$ cat config.mk
export PLATFORM = sky130hd
export DESIGN_NAME = ring_deque_top
export DESIGN_NICKNAME = d
export VERILOG_FILES = /design/src/hdl/rdq_pkg.sv /design/src/hdl/rdq_front.sv /design/src/hdl/rdq_queue.sv /design/src/hdl/rdq_back.sv /design/src/hdl/ring_deque_top.sv
export SDC_FILE = /design/constraint.sdc
export NUM_CORES = 1
export LEC_CHECK = 0
export ABC_AREA = 0
export ABC_CLOCK_PERIOD_IN_PS = 8200
export BUFFER_PORTS_ARGS = -buffer_cell sky130_fd_sc_hd__buf_2
export CAP_MARGIN = 20
export CORE_MARGIN = 2
export CORE_UTILIZATION = 45
export DETAILED_ROUTE_END_ITERATION = 8
export GPL_ROUTABILITY_DRIVEN = 0
export PLACE_DENSITY = 0.63
export SLEW_MARGIN = 15
export SYNTH_ARGS = -nofsm -noshare
export SYNTH_HDL_FRONTEND = slang
export SYNTH_HIERARCHICAL = 1
export SYNTH_SLANG_ARGS = --single-unit
$ cat constraint.sdc
create_clock -name clk -period 8.2 [get_ports clk]
set_input_delay 0 -clock clk [delete_from_list [all_inputs] [get_ports clk]]
set_output_delay 0 -clock clk [all_outputs]
set_load 0.01 [all_outputs]
$ cat src/hdl/rdq_pkg.sv
// Shared types and constants of the ring deque: field widths, operation kind
// codes, status codes and the command record passed from front to back.
// No dependencies.
`timescale 1ns / 1ps
`default_nettype none

package rdq_pkg;

	// Field widths of the item and result channels
	localparam int KIND_W = 3;
	localparam int DATA_W = 32;
	localparam int PTR_W  = 4;
	localparam int STAT_W = 2;

	// Default store geometry
	localparam int SLOTS_DEF        = 16;
	localparam int ELEMENT_BITS_DEF = 32;

	// Operation kind codes on the input channel
	localparam logic [KIND_W-1:0] KIND_PUSH_FRONT = 3'd0;
	localparam logic [KIND_W-1:0] KIND_PUSH_BACK  = 3'd1;
	localparam logic [KIND_W-1:0] KIND_POP_FRONT  = 3'd2;
	localparam logic [KIND_W-1:0] KIND_POP_BACK   = 3'd3;
	localparam logic [KIND_W-1:0] KIND_RAW_READ   = 3'd4;

	// Result status codes
	localparam logic [STAT_W-1:0] ST_OK    = 2'd0;
	localparam logic [STAT_W-1:0] ST_FULL  = 2'd1;
	localparam logic [STAT_W-1:0] ST_EMPTY = 2'd2;

	// Decoded operation
	typedef enum logic [2:0] {
		OP_NOP,
		OP_PUSH_FRONT,
		OP_PUSH_BACK,
		OP_POP_FRONT,
		OP_POP_BACK,
		OP_RAW_READ
	} op_t;

	// Command record between front and back
	typedef struct packed {
		op_t               op;
		logic [DATA_W-1:0] value;
		logic [PTR_W-1:0]  slot;
	} cmd_t;

endpackage

`default_nettype wire

$ cat src/hdl/rdq_front.sv
// Front end of the ring deque: accepts items, decodes the kind into an
// operation and holds the command in one register stage.
// Depends on rdq_pkg.
`timescale 1ns / 1ps
`default_nettype none

module rdq_front (
	input  wire                          clk,
	input  wire                          arst_n,
	input  wire                          in_valid,
	output logic                         in_stall,
	input  wire [rdq_pkg::KIND_W-1:0]    kind,
	input  wire [rdq_pkg::DATA_W-1:0]    push_value,
	input  wire [rdq_pkg::PTR_W-1:0]     slot,
	output logic                         cmd_valid,
	input  wire                          cmd_stall,
	output rdq_pkg::cmd_t                cmd
);
	import rdq_pkg::*;

	logic cmd_valid_s1;
	cmd_t cmd_s1;
	cmd_t cmd_dec;

	// Decode the kind field
	always_comb begin
		cmd_dec.value = push_value;
		cmd_dec.slot  = slot;
		unique case (kind)
			KIND_PUSH_FRONT: cmd_dec.op = OP_PUSH_FRONT;
			KIND_PUSH_BACK:  cmd_dec.op = OP_PUSH_BACK;
			KIND_POP_FRONT:  cmd_dec.op = OP_POP_FRONT;
			KIND_POP_BACK:   cmd_dec.op = OP_POP_BACK;
			KIND_RAW_READ:   cmd_dec.op = OP_RAW_READ;
			default:         cmd_dec.op = OP_NOP;
		endcase
	end

	// Hold the stage while the queue refuses it
	assign in_stall = cmd_valid_s1 && cmd_stall;

	always_ff @(posedge clk or negedge arst_n) begin
		if (!arst_n) begin
			cmd_valid_s1 <= 1'b0;
		end else if (!in_stall) begin
			cmd_valid_s1 <= in_valid;
		end
	end

	// Capture the decoded command of an accepted item
	always_ff @(posedge clk) begin
		if (in_valid && !in_stall) begin
			cmd_s1 <= cmd_dec;
		end
	end

	assign cmd_valid = cmd_valid_s1;
	assign cmd       = cmd_s1;

endmodule

`default_nettype wire

$ cat src/hdl/rdq_queue.sv
// Two-entry command queue that decouples the front end from the back end.
// Depends on rdq_pkg.
`timescale 1ns / 1ps
`default_nettype none

module rdq_queue (
	input  wire            clk,
	input  wire            arst_n,
	input  wire            push_valid,
	output logic           push_stall,
	input  rdq_pkg::cmd_t  push_cmd,
	output logic           pop_valid,
	input  wire            pop_stall,
	output rdq_pkg::cmd_t  pop_cmd
);
	import rdq_pkg::*;

	localparam int ENTRIES = 2;

	cmd_t       ent_q [ENTRIES];
	logic       wr_ptr_q;
	logic       rd_ptr_q;
	logic [1:0] count_q;
	logic       do_push;
	logic       do_pop;

	assign push_stall = (count_q == 2'(ENTRIES));
	assign pop_valid  = (count_q != 2'd0);
	assign pop_cmd    = ent_q[rd_ptr_q];
	assign do_push    = push_valid && !push_stall;
	assign do_pop     = pop_valid && !pop_stall;

	// Advance pointers and fill count
	always_ff @(posedge clk or negedge arst_n) begin
		if (!arst_n) begin
			wr_ptr_q <= 1'b0;
			rd_ptr_q <= 1'b0;
			count_q  <= 2'd0;
		end else begin
			if (do_push) begin
				wr_ptr_q <= ~wr_ptr_q;
			end
			if (do_pop) begin
				rd_ptr_q <= ~rd_ptr_q;
			end
			if (do_push && !do_pop) begin
				count_q <= count_q + 2'd1;
			end else if (do_pop && !do_push) begin
				count_q <= count_q - 2'd1;
			end
		end
	end

	// Store an incoming command
	always_ff @(posedge clk) begin
		if (do_push) begin
			ent_q[wr_ptr_q] <= push_cmd;
		end
	end

endmodule

`default_nettype wire

$ cat src/hdl/rdq_back.sv
// Back end of the ring deque: owns the pointers, capacity register and slot
// store, executes one command per cycle unless the output register stalls.
// Depends on rdq_pkg.
`timescale 1ns / 1ps
`default_nettype none

module rdq_back #(
	parameter int SLOTS        = rdq_pkg::SLOTS_DEF,
	parameter int ELEMENT_BITS = rdq_pkg::ELEMENT_BITS_DEF
) (
	input  wire                          clk,
	input  wire                          arst_n,
	input  wire                          cfg_wr_en,
	input  wire [rdq_pkg::PTR_W-1:0]     cfg_wr_data,
	input  wire                          cmd_valid,
	output logic                         cmd_stall,
	input  rdq_pkg::cmd_t                cmd,
	output logic                         out_valid,
	input  wire                          out_stall,
	output logic [rdq_pkg::DATA_W-1:0]   read_value,
	output logic [rdq_pkg::STAT_W-1:0]   status,
	output logic                         is_empty,
	output logic                         is_full,
	output logic [rdq_pkg::PTR_W-1:0]    front_position,
	output logic [rdq_pkg::PTR_W-1:0]    back_position
);
	import rdq_pkg::*;

	// Only slots below the ring's largest length are ever reached
	localparam int RING_MAX = 1 << PTR_W;
	localparam int DEPTH    = (SLOTS < RING_MAX) ? SLOTS : RING_MAX;
	localparam int IDX_W    = $clog2(DEPTH);
	localparam int MAX_CAP  = DEPTH - 1;

	logic [ELEMENT_BITS-1:0] mem_q [DEPTH];
	logic [DEPTH-1:0]        vld_q;
	logic [PTR_W-1:0]        cap_q;
	logic [PTR_W-1:0]        front_q;
	logic [PTR_W-1:0]        back_q;
	logic                    out_valid_q;
	logic [DATA_W-1:0]       read_value_q;
	logic [STAT_W-1:0]       status_q;
	logic                    is_empty_q;
	logic                    is_full_q;
	logic [PTR_W-1:0]        front_pos_q;
	logic [PTR_W-1:0]        back_pos_q;

	logic                    take;
	logic                    empty_now;
	logic                    full_now;
	logic [PTR_W-1:0]        front_n;
	logic [PTR_W-1:0]        back_n;
	logic [STAT_W-1:0]       status_n;
	logic                    wr_en;
	logic [PTR_W-1:0]        wr_ptr;
	logic                    rd_en;
	logic [PTR_W-1:0]        rd_ptr;
	logic                    slot_in_range;
	logic [PTR_W-1:0]        cap_wr;

	function automatic logic [PTR_W-1:0] ring_inc(input logic [PTR_W-1:0] p,
			input logic [PTR_W-1:0] last);
		return (p == last) ? '0 : p + 1'b1;
	endfunction

	function automatic logic [PTR_W-1:0] ring_dec(input logic [PTR_W-1:0] p,
			input logic [PTR_W-1:0] last);
		return (p == '0) ? last : p - 1'b1;
	endfunction

	// Take a command when the output register is free or being drained
	assign cmd_stall = out_valid_q && out_stall;
	assign take      = cmd_valid && !cmd_stall;

	assign empty_now     = (ring_inc(front_q, cap_q) == back_q);
	assign full_now      = (ring_inc(ring_inc(front_q, cap_q), cap_q) == back_q);
	assign slot_in_range = ({1'b0, cmd.slot} < (PTR_W + 1)'(DEPTH));

	// Clamp a written capacity to between one and what the store can hold
	always_comb begin
		if (cfg_wr_data == '0) begin
			cap_wr = PTR_W'(1);
		end else if (cfg_wr_data > PTR_W'(MAX_CAP)) begin
			cap_wr = PTR_W'(MAX_CAP);
		end else begin
			cap_wr = cfg_wr_data;
		end
	end

	// Execute the command against the current pointers
	always_comb begin
		front_n  = front_q;
		back_n   = back_q;
		status_n = ST_OK;
		wr_en    = 1'b0;
		wr_ptr   = front_q;
		rd_en    = 1'b0;
		rd_ptr   = front_q;
		unique case (cmd.op)
			OP_PUSH_FRONT: begin
				if (full_now) begin
					status_n = ST_FULL;
				end else begin
					front_n = ring_inc(front_q, cap_q);
					wr_en   = 1'b1;
					wr_ptr  = front_n;
				end
			end
			OP_PUSH_BACK: begin
				if (full_now) begin
					status_n = ST_FULL;
				end else begin
					back_n = ring_dec(back_q, cap_q);
					wr_en  = 1'b1;
					wr_ptr = back_n;
				end
			end
			OP_POP_FRONT: begin
				if (empty_now) begin
					status_n = ST_EMPTY;
				end else begin
					rd_en   = 1'b1;
					rd_ptr  = front_q;
					front_n = ring_dec(front_q, cap_q);
				end
			end
			OP_POP_BACK: begin
				if (empty_now) begin
					status_n = ST_EMPTY;
				end else begin
					rd_en  = 1'b1;
					rd_ptr = back_q;
					back_n = ring_inc(back_q, cap_q);
				end
			end
			OP_RAW_READ: begin
				rd_en  = slot_in_range;
				rd_ptr = cmd.slot;
			end
			default: begin
			end
		endcase
	end

	// Capacity and pointers; a capacity write empties the ring
	always_ff @(posedge clk or negedge arst_n) begin
		if (!arst_n) begin
			cap_q   <= PTR_W'(MAX_CAP);
			front_q <= PTR_W'(MAX_CAP);
			back_q  <= '0;
		end else if (cfg_wr_en) begin
			cap_q   <= cap_wr;
			front_q <= cap_wr;
			back_q  <= '0;
		end else if (take) begin
			front_q <= front_n;
			back_q  <= back_n;
		end
	end

	// Valid bits: a slot never written since reset or a capacity write reads zero
	always_ff @(posedge clk or negedge arst_n) begin
		if (!arst_n) begin
			vld_q <= '0;
		end else if (cfg_wr_en) begin
			vld_q <= '0;
		end else if (take && wr_en) begin
			vld_q[wr_ptr[IDX_W-1:0]] <= 1'b1;
		end
	end

	// Slot store write
	always_ff @(posedge clk) begin
		if (take && wr_en) begin
			mem_q[wr_ptr[IDX_W-1:0]] <= ELEMENT_BITS'(cmd.value);
		end
	end

	// Result register, loaded with the store read
	always_ff @(posedge clk) begin
		if (take) begin
			if (rd_en && vld_q[rd_ptr[IDX_W-1:0]]) begin
				read_value_q <= DATA_W'(mem_q[rd_ptr[IDX_W-1:0]]);
			end else begin
				read_value_q <= '0;
			end
			status_q    <= status_n;
			is_empty_q  <= (ring_inc(front_n, cap_q) == back_n);
			is_full_q   <= (ring_inc(ring_inc(front_n, cap_q), cap_q) == back_n);
			front_pos_q <= front_n;
			back_pos_q  <= back_n;
		end
	end

	always_ff @(posedge clk or negedge arst_n) begin
		if (!arst_n) begin
			out_valid_q <= 1'b0;
		end else if (!cmd_stall) begin
			out_valid_q <= cmd_valid;
		end
	end

	assign out_valid      = out_valid_q;
	assign read_value     = read_value_q;
	assign status         = status_q;
	assign is_empty       = is_empty_q;
	assign is_full        = is_full_q;
	assign front_position = front_pos_q;
	assign back_position  = back_pos_q;

endmodule

`default_nettype wire

$ cat src/hdl/ring_deque_top.sv
// Ring deque top level: front end, command queue and back end.
// Depends on rdq_pkg, rdq_front, rdq_queue and rdq_back.
//
// Usage:
//   Items enter on in_valid/in_stall with kind, push_value and slot; results
//   leave on out_valid/out_stall, one result per item, in item order.
//   The capacity register is written with cfg_wr_en/cfg_wr_data while the
//   block is idle; a write empties the deque (pointers reset, store reads 0).
//   An accepted item passes the front register, a queue entry and the output
//   register, in that order, before its result shows.
//   Throughput: one item per cycle while out_stall is low, set by the back end,
//   which does one pointer update and one slot store access per cycle.
//   Reset: capacity 15 (clamped to the store size), deque empty, every slot
//   reads zero, no result pending.
//   When out_stall is high the output register holds its result, the queue
//   fills its two entries, the front register fills, and then in_stall rises.
`timescale 1ns / 1ps
`default_nettype none

module ring_deque_top #(
	parameter int SLOTS        = rdq_pkg::SLOTS_DEF,
	parameter int ELEMENT_BITS = rdq_pkg::ELEMENT_BITS_DEF
) (
	input  wire                          clk,
	input  wire                          arst_n,
	input  wire                          cfg_wr_en,
	input  wire [rdq_pkg::PTR_W-1:0]     cfg_wr_data,
	input  wire                          in_valid,
	output logic                         in_stall,
	input  wire [rdq_pkg::KIND_W-1:0]    kind,
	input  wire [rdq_pkg::DATA_W-1:0]    push_value,
	input  wire [rdq_pkg::PTR_W-1:0]     slot,
	output logic                         out_valid,
	input  wire                          out_stall,
	output logic [rdq_pkg::DATA_W-1:0]   read_value,
	output logic [rdq_pkg::STAT_W-1:0]   status,
	output logic                         is_empty,
	output logic                         is_full,
	output logic [rdq_pkg::PTR_W-1:0]    front_position,
	output logic [rdq_pkg::PTR_W-1:0]    back_position
);
	import rdq_pkg::*;

	logic fr_valid;
	logic fr_stall;
	cmd_t fr_cmd;
	logic bk_valid;
	logic bk_stall;
	cmd_t bk_cmd;

	rdq_front u_front (
		.clk        (clk),
		.arst_n     (arst_n),
		.in_valid   (in_valid),
		.in_stall   (in_stall),
		.kind       (kind),
		.push_value (push_value),
		.slot       (slot),
		.cmd_valid  (fr_valid),
		.cmd_stall  (fr_stall),
		.cmd        (fr_cmd)
	);

	rdq_queue u_queue (
		.clk        (clk),
		.arst_n     (arst_n),
		.push_valid (fr_valid),
		.push_stall (fr_stall),
		.push_cmd   (fr_cmd),
		.pop_valid  (bk_valid),
		.pop_stall  (bk_stall),
		.pop_cmd    (bk_cmd)
	);

	rdq_back #(
		.SLOTS        (SLOTS),
		.ELEMENT_BITS (ELEMENT_BITS)
	) u_back (
		.clk            (clk),
		.arst_n         (arst_n),
		.cfg_wr_en      (cfg_wr_en),
		.cfg_wr_data    (cfg_wr_data),
		.cmd_valid      (bk_valid),
		.cmd_stall      (bk_stall),
		.cmd            (bk_cmd),
		.out_valid      (out_valid),
		.out_stall      (out_stall),
		.read_value     (read_value),
		.status         (status),
		.is_empty       (is_empty),
		.is_full        (is_full),
		.front_position (front_position),
		.back_position  (back_position)
	);

endmodule

`default_nettype wire

; Word level (Yosys, flattened, before mapping)
; Memories as Yosys holds them, arrays and structs flattened. A register that Yosys moved wholly into a read port is not among the register bits.
; Cells that the tools add are included.
[totals]
memories = 2
reg_bits = 85
out_inout_bits = 46
ramBits = 590
elab_cells = 123
inputBits = 48
[op_classes]
order_cmp = 4
n_bitwise = 3
reduce_logical = 26
n_eq_ne = 19
muxes = 43
add_sub_neg = 9
[mem_list]
columns = memory, words, width, rd, rd_clocked_by_memory_dff, wr, line
row1 = u_back.mem_q, 16, 32, 1, 1, 1, rdq_back.sv:35  ; logic [ELEMENT_BITS-1:0] mem_q [DEPTH];
row2 = u_queue.ent_q, 2, 39, 1, 0, 1, rdq_queue.sv:20  ; cmd_t ent_q [ENTRIES];
[ops]
columns = cell, n
row1 = $mux 4, 19
row2 = $eq 4x4->1, 9
row3 = $mux 16, 2
row4 = $pmux 4 s2, 4
row5 = $add 4x1->4 const B, 5
row6 = $or 16x16->16, 1
row7 = $pmux 3 s5, 1
row8 = $eq 3x2->1 const B, 4
row9 = $logic_not 4->1, 3
row10 = $logic_and 1x1->1, 10
row11 = $lt 4x5->1 const B, 2
row12 = $mux 1, 10
row13 = $eq 3x3->1 const B, 3
row14 = $reduce_bool 2->1, 4
row15 = $sub 4x1->4 const B, 2
row16 = $eq 3x1->1 const B, 2
row17 = $logic_not 1->1, 6
row18 = $mux 2, 3
row19 = $bmux 1 s4, 1
row20 = $demux 1 s4, 1
row21 = $ge 4x1->1 const B, 1
row22 = $gt 4x4->1 const B, 1
row23 = $pmux 2 s2, 1
row24 = $reduce_or 2->1, 2
row25 = other kinds (6), 7

; Logic depth before layout (Yosys ltp)
[depth]
word_depth = 14
depth_mapped = 25
mapped_depth_nobuf = 22

; Hierarchy
; Netlist, hierarchy kept.
[modules_own_cells]
columns = module, instances, area_each_um2, cells_per_inst
row1 = rdq_back, 1, 24040.6, 1294
row2 = rdq_queue, 1, 3031.7, 140
row3 = rdq_front, 1, 1252.5, 49

; Worst setup path before layout
; Ideal clock, no wire load.
[synth_path]
kind = register -> register
start = reg u_back.front_q[1]
end = mem u_back/mem_q[15][0] (netlist bit) (enable)
slack_ns = 2.256
period_less_slack_ns = 5.944
stages_incl_launch_ff = 16
path_buffers = 3
arrival_ns = 5.481
setup_ns = 0.463
cell_sequence = dfstp_2 -> buf_2 -> inv_1 -> ha_1 -> clkbuf_1 -> inv_1 -> a2111o_1 -> a211o_1 -> a211o_1 -> a22o_4 -> buf_6 -> nand2_1 -> o21ai_0 -> nand2_1 -> nand2_1 -> nor3_1
[synth_via]
elab_chain_len = 10
[synth_lines]
columns = element, line
row1 = "start, declared", rdq_back.sv:38  ; logic [PTR_W-1:0] front_q;
row2 = "start signal, assigned", rdq_back.sv:149  ; front_q <= PTR_W'(MAX_CAP);
row3 = "start signal, assigned", rdq_back.sv:153  ; front_q <= cap_wr;
row4 = "start signal, assigned", rdq_back.sv:156  ; front_q <= front_n;
row5 = $add 4x1->4 or $eq 4x4->1 (tied branches), rdq_back.sv:63  ; return (p == last) ? '0 : p + 1'b1;
row6 = $mux 4, rdq_back.sv:63
row7 = $add 4x1->4 or $eq 4x4->1 (tied branches), rdq_back.sv:63
row8 = $mux 4, rdq_back.sv:63
row9 = $eq 4x4->1, rdq_back.sv:76  ; assign full_now = (ring_inc(ring_inc(front_q, cap_q), cap_q) == back_q);
row10 = $mux 1, "rdq_back.sv:101, rdq_back.sv:110"
row11 = $mux 1, n/a
row12 = $logic_and 1x1->1, rdq_back.sv:174  ; if (take && wr_en) begin
row13 = $mux 1, rdq_back.sv:174
row14 = $mux 1 (implied by the code), rdq_back.sv:175  ; mem_q[wr_ptr[IDX_W-1:0]] <= ELEMENT_BITS'(cmd.value);
row15 = "end, declared", rdq_back.sv:35
; Several ways; a longest one is shown, not always the timed one.

; Worst setup path after layout
[layout_path]
start = reg u_back.front_q[0]
end = reg u_back.is_full_q, in the netlist u_back/is_full, data pin
[layout_via]
elab_chain_len = 12
[layout_lines]
columns = element, line
row1 = $add 4x1->4 or $eq 4x4->1 (tied branches), rdq_back.sv:63
row2 = $mux 4, rdq_back.sv:63
row3 = $add 4x1->4 or $eq 4x4->1 (tied branches), rdq_back.sv:63
row4 = $mux 4, rdq_back.sv:63
row5 = $eq 4x4->1, rdq_back.sv:76
row6 = $mux 4, rdq_back.sv:101  ; if (full_now) begin
row7 = $pmux 4 s2, rdq_back.sv:99  ; unique case (cmd.op)
row8 = $add 4x1->4 or $eq 4x4->1 (tied branches), rdq_back.sv:63
row9 = $mux 4, rdq_back.sv:63
row10 = $add 4x1->4 or $eq 4x4->1 (tied branches), rdq_back.sv:63
row11 = $mux 4, rdq_back.sv:63
row12 = $eq 4x4->1 *, rdq_back.sv:189  ; is_full_q <= (ring_inc(ring_inc(front_n, cap_q), cap_q) == back_n);
row13 = "end signal, assigned", rdq_back.sv:189
row14 = "end, declared", rdq_back.sv:44  ; logic is_full_q;
; Mark *: on every way between the ends. The rest lies on a longest branch, timed or not.
; A chain may end at the register's enable or synchronous reset.

==> impl_summary.txt <==
----------------------------------------------------
[Run status]
  Status ... completed

[Floorplan]
  Starting Density ... 45.73%
  Number of standard-cell rows in the floorplan ... 91
  Die Y ... 254.9 µm
  Number of I/O pins ... 94
  X dimension of the die ... 254.9 µm
  Die Footprint ... 64970 µm²
  Core area ... 61940 µm²

[Timing]
  Total negative slack for setup checks ... 0 ns
  Setup repair after global routing missed its margin ... false
  Time the worst path needs with I/O delays and setup ... 6.484 ns
  Hold violation total from the final report ... 0
  Final period utilization ... 79.08%
  Count of endpoints failing setup in the final report ... 0
  Fmax ... 154.2 MHz
  Relative slew slack ... 26.08%
  Max-slew violation count ... 0
  Worst Max-Slew Pin Slew ... 1.109 ns
  Max Clock Skew ... 0.02938 ns

[Logic synthesis]
  Library cell with the largest summed area after synthesis ... sky130_fd_sc_hd__edfxtp_1
  Area share of the largest cell type after synthesis ... 71.35%
  Cell area after synthesis ... 28320 µm²
  Number of synthesis warnings ... 6
  Number of synthesized flops with an enable pin ... 673
  Flop and latch count out of synthesis ... 707
  Leading cell type by number of instances after synthesis ... sky130_fd_sc_hd__edfxtp_1
  Synthesized instance count ... 1483
  Net count after synthesis ... 1539
  FFs w/ async S/R, synth ... 4.809%
  Fraction of the yosys area taken by sequential cells ... 74.39%
  Mean post-synth cell area ... 19.10 µm²
  Most used flip-flop cell after synthesis ... sky130_fd_sc_hd__edfxtp_1
  Number of library cell types mapped by synthesis ... 77
  Top post-synthesis cells by count ... sky130_fd_sc_hd__edfxtp_1, sky130_fd_sc_hd__mux4_2, sky130_fd_sc_hd__nor2_1
  Ranking of synthesized cells by area ... sky130_fd_sc_hd__edfxtp_1, sky130_fd_sc_hd__mux4_2, sky130_fd_sc_hd__dfrtp_1

[Global route]
  Global router's overall resource usage ... 19.51%
  Via count of the first global-routing pass ... 14768
  Most crowded layer after global routing ... met2
  Grt met1 use ... 27.85%
  Wire length of the first global-routing pass ... 92050 µm
  Initial antenna violation count ... 0
  Met2 Usage GRT ... 31.40%
  Maximum number of pins on one net before global-route repair ... 82
  Met3 routing resource usage after global routing ... 2.949%
  GRT overflow ... 0

[Routing]
  DRC violation count after routing ... 0
  DR iter-0 viols ... 1251
  Drt via density ... 5.672
  Total vias in the final route ... 14442
  Average detailed-routed wire length per instance ... 24.29 µm
  First-pass iteration count of the detailed router ... 5
  Residual antenna-violating net count after detailed routing ... 0
  Overall routed net length ... 61840 µm

[Clock network]
  H-tree lvl count ... 3
  TritonCTS clock tree ... yes
  Clk Tree Root Cell ... sky130_fd_sc_hd__clkbuf_16
  Number of CTS-inserted buffers ... 74
  Quantity of gates resized following cts ... 0
  Clock tree buffer depth ... 3
  Number of clock sinks ... 707
  Clock Pin Slew Worst Setup and Hold Paths ... 0.06 ns
  Clock latency reported for the late side of the worst-skew pair ... 0.61 ns

[Pwr]
  LEAKAGE ... 10.69 nW
  Peak supply drop ... 0.3392 mV
  Share of total power consumed by net switching ... 33.28%
  Comb power frac ... 36.4%
  Psw ... 4.351 mW
  PD cells ... 399.1 nW/µm²
  Sequential power share ... 38.7%
  Total power consumption of the routed design ... 13.07 mW
  Cell internal power dissipation ... 8.720 mW
  Clock network power share ... 24.9%

[Worst setup path]
  Arrival time at the worst endpoint ... 6.93 ns
  Cell type group with the largest total delay on the critical path ... compound AO/OA/AOI/OAI gates
  Biggest cell delay along the critical path ... 0.87 ns
  Ordered list of cells on the worst path ... inv_1, ha_1, xnor2_1, nand3_1, a21o_1, a22oi_1, or2_2, o21ai_0, a211oi_2, xnor2_1, or4_1, nand2_1, inv_1, ha_1, o32ai_1, nand3_1, a31o_1, a22oi_2
  Kind of end point of the critical path ... flop
  Start-to-end type of the worst setup path ... flop to flop
  Cell with the largest stage delay on the worst path ... sky130_fd_sc_hd__a22oi_1
  Max FO, Critical Path ... 15
  Setup slack of the worst register-to-register path ... 1.72 ns
  Required time of the worst setup path ... 8.64 ns
  Kind of start point of the critical path ... flop
  Buffers & Inverters on Critical Path ... 2

[Placement]
  # port buffers ... 93
  Placed insts ... 2364
  Detailed placer's ending HPWL ... 32820 µm
  Area of placed instances ... 29870 µm²

[Layout]
  Number of cells in the finished layout apart from fillers ... 2546
  Multi-input combinational cell area ... 6938 µm²
  Proportion of layout cells with a drive suffix above 1 ... 26.68%
  Sequential cell area ... 21070 µm²
  Layout Cell Area excl Fill ... 32760 µm²
  Fill cell total of the finished layout ... 4912
  Antenna diodes ... 0
  Fin nets ... 1712
  Area overhead of the layout relative to synthesis ... 15.64%

[Flow run]
  Total of max-cap violations ... 0

[Hold path]
  Hold WC Path Type ... input pin to asynchronous set/reset pin

----------------------------------------------------
through the flow:
stage | hold slack (ns) | util, % | setup WS [ns]
floorplan | -0.2956 | - | 2.256
global placement | 0.1251 | 48.22 | 2.176
detailed placement | 0.1321 | 48.22 | 1.899
CTS | 0.004911 | 52.84 | 1.882
global route | 0.07803 | 52.88 | 1.355
finish | 0.02184 | 52.88 | 1.716
routing by layer:
metal	routed length [µm]	share of wire [%]
met5	0	0
met4	1516	2.5
met1	26840	43
met2	30030	49
met3	3445	5.6
path summary, 6_finish.rpt:
path                                    from                  end  depth (start not counted)
min                                   arst_n   u_queue/count_q[1]                          2
max reg2reg                u_back/front_q[0]       u_back/is_full                         18
max in group asynchronous             arst_n     u_queue/rd_ptr_q                          2
min reg2reg                   u_front/cmd[6]  u_queue/ent_q[0][6]                          0
max                        u_back/front_q[0]       u_back/is_full                         18
min in group clk              push_value[23]      u_front/cmd[27]                          2
flip-flops by register name, summed over array words and instances (netlist names), 16 cells and up:
signal             count
u_queue/ent_q         78
u_back/read_value     32
u_front/cmd           39
u_back/vld_q          16
u_back/mem_q         512
kinds of logic (layout without fill, tap and decap cells):
logic type               count (synthesis)  count (layout)  share of synthesized area, %
AO/OA/AOI/OAI                          186             186                         4.766
XOR/XNOR                                33              33                         1.179
adder cells (fa/ha/maj)                  8               8                        0.3534
buffers and inverters                  105             331                         1.705
flip-flops                             707             707                         74.39
multiplexers                           211             211                         13.49
AND/OR/NAND/NOR                        233             233                         4.117
final cells by class:
type / count / share of cell area (%)
inverters: 24 / 0.2903
well taps: 837 / 3.197
repair buffers: 178 / 3.866
flip-flops and latches: 707 / 64.33
clock inverters: 36 / 1.169
multi-input cells: 671 / 21.18
clock buffers: 93 / 5.967
cells in the final DEF (no fill, tap or decap), types with 9 or more instances in the layout:
| cell | instances |
|---|---|
| sky130_fd_sc_hd__a211oi_1 | 73 |
| sky130_fd_sc_hd__a21oi_1 | 22 |
| sky130_fd_sc_hd__buf_2 | 93 |
| sky130_fd_sc_hd__buf_4 | 31 |
| sky130_fd_sc_hd__clkbuf_1 | 17 |
| sky130_fd_sc_hd__clkbuf_16 | 75 |
| sky130_fd_sc_hd__clkinv_1 | 13 |
| sky130_fd_sc_hd__clkinv_2 | 9 |
| sky130_fd_sc_hd__dfrtp_1 | 25 |
| sky130_fd_sc_hd__dlygate4sd3_1 | 52 |
| sky130_fd_sc_hd__edfxtp_1 | 673 |
| sky130_fd_sc_hd__inv_1 | 22 |
| sky130_fd_sc_hd__mux2_2 | 42 |
| sky130_fd_sc_hd__mux2i_1 | 36 |
| sky130_fd_sc_hd__mux4_2 | 132 |
| sky130_fd_sc_hd__nand2_1 | 37 |
| sky130_fd_sc_hd__nand2b_1 | 13 |
| sky130_fd_sc_hd__nand3_1 | 12 |
| sky130_fd_sc_hd__nor2_1 | 68 |
| sky130_fd_sc_hd__nor2_4 | 13 |
| sky130_fd_sc_hd__nor2b_1 | 39 |
| sky130_fd_sc_hd__nor3_1 | 13 |
| sky130_fd_sc_hd__o21ai_0 | 23 |
| sky130_fd_sc_hd__xnor2_1 | 19 |
| sky130_fd_sc_hd__xor2_1 | 11 |
power by group through the flow:
stage | Sequential, mW | Combinational, mW | Clock (mW)
after global routing | 5.10 | 5.21 | 3.46
after floorplan | 5.07 | 3.53 | 0
final | 5.06 | 4.76 | 3.25
after global placement | 5.12 | 4.66 | 0
after detailed placement | 5.13 | 4.77 | 0
after CTS | 5.06 | 4.81 | 3.32
what timing repair did:
action                    CTS  global route
hold endpoints to repair  102             0
hold buffers               52             0
setup buffers               0             0
(Power assumes the default switching activity.)
